<file path="config.mk">
export PLATFORM = sky130hd
export DESIGN_NAME = ble_beacon_frame_parser_core
export DESIGN_NICKNAME = d
export VERILOG_FILES = /design/src/hdl/bbfp_pkg.sv /design/src/hdl/ble_beacon_frame_parser_core.sv
export SDC_FILE = /design/constraint.sdc
export NUM_CORES = 1
export LEC_CHECK = 0
export BUFFER_PORTS_ARGS = -buffer_cell sky130_fd_sc_hd__buf_2
export CELL_PAD_IN_SITES_DETAIL_PLACEMENT = 1
export CELL_PAD_IN_SITES_GLOBAL_PLACEMENT = 2
export CORE_MARGIN = 1
export CORE_UTILIZATION = 30
export CTS_BUF_LIST = sky130_fd_sc_hd__clkbuf_4
export DETAILED_ROUTE_END_ITERATION = 7
export PLACE_DENSITY = 0.62
export SLEW_MARGIN = 5
export SYNTH_ARGS = -nofsm -noshare
export SYNTH_HDL_FRONTEND = slang
export SYNTH_SLANG_ARGS = --single-unit
</file>
<file path="constraint.sdc">
create_clock -name clk -period 17 [get_ports clk]
set_clock_uncertainty 0.15 [all_clocks]
set_input_delay 3.4 -clock clk [delete_from_list [all_inputs] [get_ports clk]]
set_output_delay 3.4 -clock clk [all_outputs]
set_load 0.02 [all_outputs]
</file>
<file path="src/hdl/bbfp_pkg.sv">
package bbfp_pkg;

  localparam int unsigned CaptureDepth = 18;
  localparam int unsigned CaptureIdxW  = 5;

  localparam logic [7:0] AdService16  = 8'h16;
  localparam logic [7:0] UuidLoByte   = 8'hAA;
  localparam logic [7:0] UuidHiByte   = 8'hFE;
  localparam logic [7:0] KindIdType   = 8'h00;
  localparam logic [7:0] KindTlmType  = 8'h20;
  localparam logic [7:0] TlmVersion   = 8'h00;
  localparam logic [7:0] MinStructLen = 8'd3;
  // service bytes + type + 2 UUID bytes
  localparam logic [7:0] IdMinLen     = 8'd23;
  localparam logic [7:0] TlmMinLen    = 8'd17;
  localparam logic [7:0] OffsetMax    = 8'd255;

  typedef enum logic [1:0] {
    CAND_NONE = 2'd0,
    CAND_ID   = 2'd1,
    CAND_TLM  = 2'd2
  } cand_kind_t;

  localparam logic KindId  = 1'b0;
  localparam logic KindTlm = 1'b1;

  typedef struct packed {
    logic [7:0] data_byte;
    logic       last_byte;
  } in_item_t;

  typedef struct packed {
    logic               found_frame;
    logic               frame_kind;
    logic [15:0]        namespace_high;
    logic [63:0]        namespace_low;
    logic [47:0]        instance_code;
    logic [15:0]        battery_millivolts;
    logic signed [15:0] temperature_q8_8;
  } out_item_t;

endpackage

</file>
<file path="src/hdl/ble_beacon_frame_parser_core.sv">
// channel | dir | handshake           | payload
// --------+-----+---------------------+------------------------------
// in      | in  | in_valid / in_stall | in_data      (data_byte, last_byte)
// out     | out | out_valid/out_stall | frame_result (beacon result)
//
// One byte per cycle sustained: input register, one pass of parse logic,
// result register. out_valid is set as the last byte leaves the input register.
// Non-final bytes keep flowing while a result waits; a final byte holds in
// the input register until the result register is free.
// Synchronous reset returns the parser to expecting a length byte.
module ble_beacon_frame_parser_core (
  input  logic                clk,
  input  logic                rst,
  input  logic                in_valid,
  output logic                in_stall,
  input  bbfp_pkg::in_item_t  in_data,
  output logic                out_valid,
  input  logic                out_stall,
  output bbfp_pkg::out_item_t frame_result
);
  import bbfp_pkg::*;

  typedef enum logic [2:0] {
    PH_LEN, PH_TYPE, PH_UUID_LO, PH_UUID_HI, PH_SERVICE, PH_SKIP, PH_STOPPED, PH_DONE
  } phase_t;

  logic       in_q_valid;
  in_item_t   in_q;
  logic       advance;

  phase_t     phase, phase_next;
  logic [7:0] bytes_left, bytes_left_next;
  logic [7:0] service_offset, service_offset_next;
  logic [7:0] struct_length, struct_length_next;
  cand_kind_t cand, cand_next;
  logic       res_valid, res_valid_next;

  logic [7:0] capture [CaptureDepth];
  logic [7:0] capv    [CaptureDepth];
  logic       cap_we;

  out_item_t  res, res_next;
  out_item_t  out_next;
  logic [7:0] b;

  assign b        = in_q.data_byte;
  assign advance  = in_q_valid && (!in_q.last_byte || !out_valid || !out_stall);
  assign in_stall = in_q_valid && !advance;

  always_comb begin
    for (int i = 0; i < CaptureDepth; i++) begin
      capv[i] = (cap_we && service_offset[CaptureIdxW-1:0] == CaptureIdxW'(i)) ? b : capture[i];
    end
  end

  always_comb begin
    phase_next          = phase;
    bytes_left_next     = bytes_left;
    service_offset_next = service_offset;
    struct_length_next  = struct_length;
    cand_next           = cand;
    res_valid_next      = res_valid;
    res_next            = res;
    cap_we              = 1'b0;
    out_next            = '0;

    case (phase)
      PH_LEN: begin
        if (b == 8'd0) begin
          phase_next = PH_STOPPED;
        end else begin
          struct_length_next  = b;
          bytes_left_next     = b;
          service_offset_next = 8'd0;
          cand_next           = CAND_NONE;
          phase_next          = (b < MinStructLen) ? PH_SKIP : PH_TYPE;
        end
      end
      PH_TYPE, PH_UUID_LO, PH_UUID_HI, PH_SERVICE, PH_SKIP: begin
        bytes_left_next = bytes_left - 8'd1;
        case (phase)
          PH_TYPE:    phase_next = (b == AdService16) ? PH_UUID_LO : PH_SKIP;
          PH_UUID_LO: phase_next = (b == UuidLoByte) ? PH_UUID_HI : PH_SKIP;
          PH_UUID_HI: phase_next = (b == UuidHiByte) ? PH_SERVICE : PH_SKIP;
          PH_SERVICE: begin
            if (service_offset == 8'd0) begin
              cand_next = (b == KindIdType)  ? CAND_ID  :
                          (b == KindTlmType) ? CAND_TLM : CAND_NONE;
            end
            cap_we = (service_offset < 8'(CaptureDepth));
            if (service_offset < OffsetMax) begin
              service_offset_next = service_offset + 8'd1;
            end
          end
          default: ;
        endcase
        if (bytes_left_next == 8'd0) begin
          if (phase_next == PH_SERVICE && service_offset_next != 8'd0) begin
            if (cand_next == CAND_ID && struct_length >= IdMinLen) begin
              res_next                = '0;
              res_next.found_frame    = 1'b1;
              res_next.frame_kind     = KindId;
              res_next.namespace_high = {capv[2], capv[3]};
              res_next.namespace_low  = {capv[4], capv[5], capv[6], capv[7],
                                         capv[8], capv[9], capv[10], capv[11]};
              res_next.instance_code  = {capv[12], capv[13], capv[14],
                                         capv[15], capv[16], capv[17]};
              res_valid_next          = 1'b1;
            end else if (cand_next == CAND_TLM && struct_length >= TlmMinLen &&
                         capv[1] == TlmVersion) begin
              res_next                    = '0;
              res_next.found_frame        = 1'b1;
              res_next.frame_kind         = KindTlm;
              res_next.battery_millivolts = {capv[2], capv[3]};
              res_next.temperature_q8_8   = {capv[4], capv[5]};
              res_valid_next              = 1'b1;
            end
          end
          phase_next = res_valid_next ? PH_DONE : PH_LEN;
        end
      end
      default: ;
    endcase

    if (res_valid_next) begin
      out_next = res_next;
    end

    if (in_q.last_byte) begin
      phase_next          = PH_LEN;
      bytes_left_next     = 8'd0;
      service_offset_next = 8'd0;
      struct_length_next  = 8'd0;
      cand_next           = CAND_NONE;
      res_valid_next      = 1'b0;
    end
  end

  always_ff @(posedge clk) begin
    if (rst) begin
      in_q_valid     <= 1'b0;
      out_valid      <= 1'b0;
      phase          <= PH_LEN;
      bytes_left     <= 8'd0;
      service_offset <= 8'd0;
      struct_length  <= 8'd0;
      cand           <= CAND_NONE;
      res_valid      <= 1'b0;
    end else begin
      if (in_valid && !in_stall) begin
        in_q_valid <= 1'b1;
      end else if (advance) begin
        in_q_valid <= 1'b0;
      end
      if (advance && in_q.last_byte) begin
        out_valid <= 1'b1;
      end else if (!out_stall) begin
        out_valid <= 1'b0;
      end
      if (advance) begin
        phase          <= phase_next;
        bytes_left     <= bytes_left_next;
        service_offset <= service_offset_next;
        struct_length  <= struct_length_next;
        cand           <= cand_next;
        res_valid      <= res_valid_next;
      end
    end
  end

  always_ff @(posedge clk) begin
    if (in_valid && !in_stall) begin
      in_q <= in_data;
    end
    if (advance) begin
      res <= res_next;
      if (cap_we) begin
        capture[service_offset[CaptureIdxW-1:0]] <= b;
      end
      if (in_q.last_byte) begin
        frame_result <= out_next;
      end
    end
  end

endmodule

</file>
======== Word level (Yosys, flattened, before mapping) ========
Memories as Yosys holds them, arrays and structs flattened.
Index checks and enable logic that the tools add are counted.
word-level totals
  memories kept ........................... 1
  register bits ........................... 365
  word-level logic and storage cells ...... 179
  input bits .............................. 13
  bits in read-only memories .............. 0
  latch bits .............................. 0
  bits in writable memories ............... 144
operators by class
  bitwise operators ....................... 0
  order comparisons ....................... 5
  multipliers ............................. 0
  eq/ne operators ......................... 32
  add/subtract/negate cells ............... 2
  shift operators ......................... 0
  reductions and logical operators ........ 46
  div/mod/pow operators ................... 0
  mux-type cells .......................... 69
memory list
  name     words  bits a word  rd ports  clocked after Yosys merged registers in  write ports  RTL line                            source
  capture  18     8            17        0                                        1            ble_beacon_frame_parser_core.sv:38  logic [7:0] capture [CaptureDepth];
operator list
  cell                                                                                 count
  162-bit 2-to-1 mux                                                                   5
  8-bit 2-to-1 mux                                                                     26
  5-bit by 4-bit == test with 1-bit output, second input constant                      8
  8-bit zero test                                                                      4
  8-bit one-hot mux with 2 select lines                                                2
  1-bit logical AND                                                                    25
  3-bit 2-to-1 mux                                                                     8
  5-bit by 3-bit == test with 1-bit output, second input constant                      4
  1-bit 2-to-1 mux                                                                     18
  8-bit == test, second input constant                                                 2
  8-bit by 5-bit greater-or-equal comparator with 1-bit output, second input constant  2
  2-bit 2-to-1 mux                                                                     7
  5-bit by 2-bit == test with 1-bit output, second input constant                      2
  5-bit == test, second input constant                                                 2
  3-bit == test, second input constant                                                 3
  3-bit one-hot mux with 3 select lines                                                1
  8-bit by 1-bit adder with 8-bit output, second input constant                        1
  8-bit by 5-bit == test with 1-bit output, second input constant                      1
  8-bit by 6-bit == test with 1-bit output, second input constant                      1
  8-bit by 2-bit less-than comparator with 1-bit output, second input constant         1
  8-bit by 5-bit less-than comparator with 1-bit output, second input constant         1
  8-bit less-than comparator, second input constant                                    1
  8-bit nonzero test                                                                   1
  8-bit by 1-bit subtractor with 8-bit output, second input constant                   1
  other kinds (18)                                                                     27

======== Longest topological paths before layout ========
  word-level depth ........................ 18
  depth in mapped cells ................... 14
  mapped depth without buffers ............ 11

======== Worst setup path after synthesis ========
No wires, ideal clock.
  kind .................................... input to register
  from .................................... in out_stall
  to ...................................... reg frame_result[0] (netlist name) (enable)
  path buffers ............................ 1
  setup slack ............................. 5642 ps
  cell stages on the path ................. 4
  arrival time ............................ 10518 ps
  library setup time ...................... 690 ps
  cell sequence ........................... nand3_1 nand2_1 clkbuf_1 nor2_1
between the ends
  word-level cells in the longest chain between the ends .. 4
RTL lines
  what                           RTL line                             source
  start: declaration             ble_beacon_frame_parser_core.sv:18   input logic out_stall,
  1-bit zero test                --
  1-bit logical OR               ble_beacon_frame_parser_core.sv:47   assign advance = in_q_valid && (!in_q.last_byte || !out_valid || !out_stall);
  1-bit logical AND              ble_beacon_frame_parser_core.sv:47
  2-bit AND reduction (no line)  --
  end signal: assignment         ble_beacon_frame_parser_core.sv:181  frame_result <= out_next;
  end: declaration               ble_beacon_frame_parser_core.sv:19   output bbfp_pkg::out_item_t frame_result
Every way passes these cells.
A chain may end at the register's enable or synchronous reset.

======== Worst setup path in the final report ========
  from .................................... in out_stall
  to ...................................... out in_stall
between the ends
  word-level cells in the longest chain between the ends .. 5
RTL lines
  what               RTL line                            source
  1-bit zero test    --
  1-bit logical OR   ble_beacon_frame_parser_core.sv:47
  1-bit logical AND  ble_beacon_frame_parser_core.sv:47
  1-bit zero test    ble_beacon_frame_parser_core.sv:48  assign in_stall = in_q_valid && !advance;
  1-bit logical AND  ble_beacon_frame_parser_core.sv:48
  end: declaration   ble_beacon_frame_parser_core.sv:15  output logic in_stall,
Every way passes these cells.

==> flow_metrics.tcl <==
set metrics [dict create \
    core-area_um2 70000 \
    max_freq_mhz 134 \
    die_w_um 268 \
    rsz0062_at_grt "false" \
    path_buf_inv 3 \
    p_clk_frac 0.446 \
    netlist_area_um2 21300 \
    crit_path_start "out_stall" \
    netSwitchingFraction 0.222 \
    synth-edff-count 469 \
    ys_seq_area_frac 0.693 \
    first_global_vias 15100 \
    routed_via_density 4.70 \
    cp-end-kind "output pin" \
    crit_top_cell "buf_2" \
    min_period_ns 7.47 \
    start_util 0.304 \
    critPathKind "in -> out" \
    multi_input_area_um2 5940 \
    clock-sinks 501 \
    num_vias 14200 \
    overflow 0 \
    gp_congestion 0.763 \
    rows 97 \
    io_pins 177 \
    power_switching_w 0.000576 \
    mostFrequentLayoutCell "edfxtp_1" \
    reg2reg_from "service_offset[0]" \
    syn_nets 1746 \
    die_h_um 268 \
    postRouteAntennaNets 0 \
    cts_tree "yes" \
    cts.path.max_buffers 3 \
    crit_chain "buf_2 -> nand4_1 -> inv_1 -> buf_2" \
    dieArea_um2 71900 \
    yosysTopAreaCell "edfxtp_1" \
    ir_worst_vdd_uv 44.4 \
    cts_resized 0 \
    yosysTopAreaCellShare 0.662 \
    ys_ff_latch 501 \
    numCtsBuffers 143 \
    final_max_slew_viol_count 0 \
    power_density_nw_per_um2 104 \
    drc 0 \
    comb_power_share 0.029 \
    drive_gt1_frac 0.231 \
    antenna_found_initial 2 \
    routed_wl_mm 56.9 \
    insertion_delay_ns 0.95 \
    fin_setup_tns_ns 0 \
    syn_to_final_growth_pct 17.4 \
    instances_no_fill 3010 \
    grt_max_degree 153 \
    seqPwrFrac 0.525 \
    ys.flop_type "edfxtp_1" \
    relSlewSlack 0.228 \
    power_w 0.00259 \
    clkTransAtPathRegs_ns 0.05 \
    num-fill-cells 7637 \
    grt_pass1_wl_mm 87.6 \
    path_max_fanout 3 \
    cts-root-buf "clkbuf_4" \
    setup_violations 0 \
    p_leak_nw 9.72 \
    hp-class "reg -> reg" \
    port_buffers 176 \
    p_int_w 0.00202 \
    drt-initial-drc-count 666 \
    crit_required_ns 13.45 \
    wl_per_cell_um 18.9 \
    status "complete, no violations" \
    h-tree-depth 4 \
    maxCapViolations 0 \
    cp_slowest_cell "buf_2" \
    hold_buffers 0 \
    cts_post_setup_buffers_inserted 0 \
    finalHoldViolCount 0 \
    dp_cells 2764 \
    nNetsFinal 1989 \
    synth_area_per_cell_um2 12.3 \
    synth_cells 1726 \
    final_cell_mix "469 x edfxtp_1, 390 x nand2_1, 215 x clkbuf_4" \
    synthTopCellsByArea "edfxtp_1 66%, nand2_1 6.9%, a21oi_1 3.8%" \
    worstPathArrival_ns 3.92 \
    worstHoldStart "struct_length[5]" \
    synthArstFlopShare 0 \
    critPathMaxStageDelay_ns 0.17 \
    grtUsageTotal 0.161 \
    regArea_um2 14700 \
    min_period_over_period 0.439 \
    critPathLaunchType "input pin" \
    critPathTopFamily "buffers and inverters" \
    yosysWarnings 0 \
    ys_types 57 \
    dp_hpwl_mm 33.4 \
    dr.pass1.iters 5 \
    worst_pin_slew_ns 1.16 \
]
## final timing paths
check / end / slack, ns / cells after the start
min: struct_length[5] / 0.31 / 2
max reg2reg: frame_result[10] / 12.13 / 13
min reg2reg: struct_length[5] / 0.31 / 2
max: in_stall / 9.53 / 4
## stage by stage
stage	utilization	area [um2]	hold WS, ns	setup WS, ns
after floorplan	-	21300	0.282	5.64
after CTS	0.356	24900	0.309	9.52
after global placement	0.330	23100	0.289	9.51
final	0.356	25000	0.307	9.53
after global routing	0.356	25000	0.341	9.49
after detailed placement	0.330	23100	0.301	9.53
## layer usage
metal,vias to the layer above,track usage,routed length (um)
li1,6759,-,-
met1,6983,0.206,26000
met2,305,0.259,27200
met3,106,0.0420,2560
met4,0,0.0612,1250
met5,-,0,0
## tightest hold or removal path, cell delays in order (launching register included)
cell and delay, ns:
dfxtp_1 0.31, nand2_1 0.05, a21oi_1 0.05
## cell type report
| cell class | count | share of cell area |
|---|---|---|
| clock inverters | 26 | 0.00953 |
| well taps | 940 | 0.0471 |
| repair buffers | 199 | 0.0427 |
| inverters | 47 | 0.00737 |
| multi-input cells | 1077 | 0.238 |
| flip-flops and latches | 501 | 0.590 |
| diodes | 5 | 0.000501 |
| clock buffers | 215 | 0.0647 |
## registers in the layout, summed over array words and instances (netlist names)
signal / count
frame_result: 162
res: 162
capture: 136
b: 8
bytes_left: 8
service_offset: 8
struct_length: 8
phase: 3
cand: 2
in_q: 1
in_q_valid: 1
out_valid: 1
res_valid: 1
## power groups by stage
stage          clock network [W]  logic [W]  registers (W)
2_1_floorplan                  0  0.0000301        0.00140
3_3_place_gp                   0  0.0000781        0.00139
3_5_place_dp                   0  0.0000795        0.00139
4_1_cts                  0.00121  0.0000794        0.00136
5_1_grt                  0.00127  0.0000836        0.00136
6_report                 0.00116  0.0000763        0.00136
## synth_stat cells, types with 3 or more instances
cell type and count:
a21o_1 50, a21oi_1 162, a22oi_1 5, a31oi_1 3
and2_1 3, and3_1 4, buf_2 36, buf_4 15
clkbuf_1 48, dfxtp_1 32, edfxtp_1 469, ha_1 7
inv_1 47, mux2_1 12, mux2_2 30, mux2i_1 76
nand2_1 392, nand2b_1 43, nand3_1 68, nand4_1 11
nor2_1 115, nor2b_1 5, nor3_1 19, nor3b_1 4
nor4_1 7, o21a_1 3, o21ai_0 13, or3_1 3
xnor2_1 3, xor2_1 3
## kinds of logic after synthesis
family	synth area share
AOI/OAI and AO/OA	0.0711
muxes	0.0580
buffers and inverters	0.0309
xor gates and xnor gates	0.00247
DFF	0.693
and+or+nand+nor	0.141
adders and majority gates	0.00412
(Power assumes the default switching activity.)
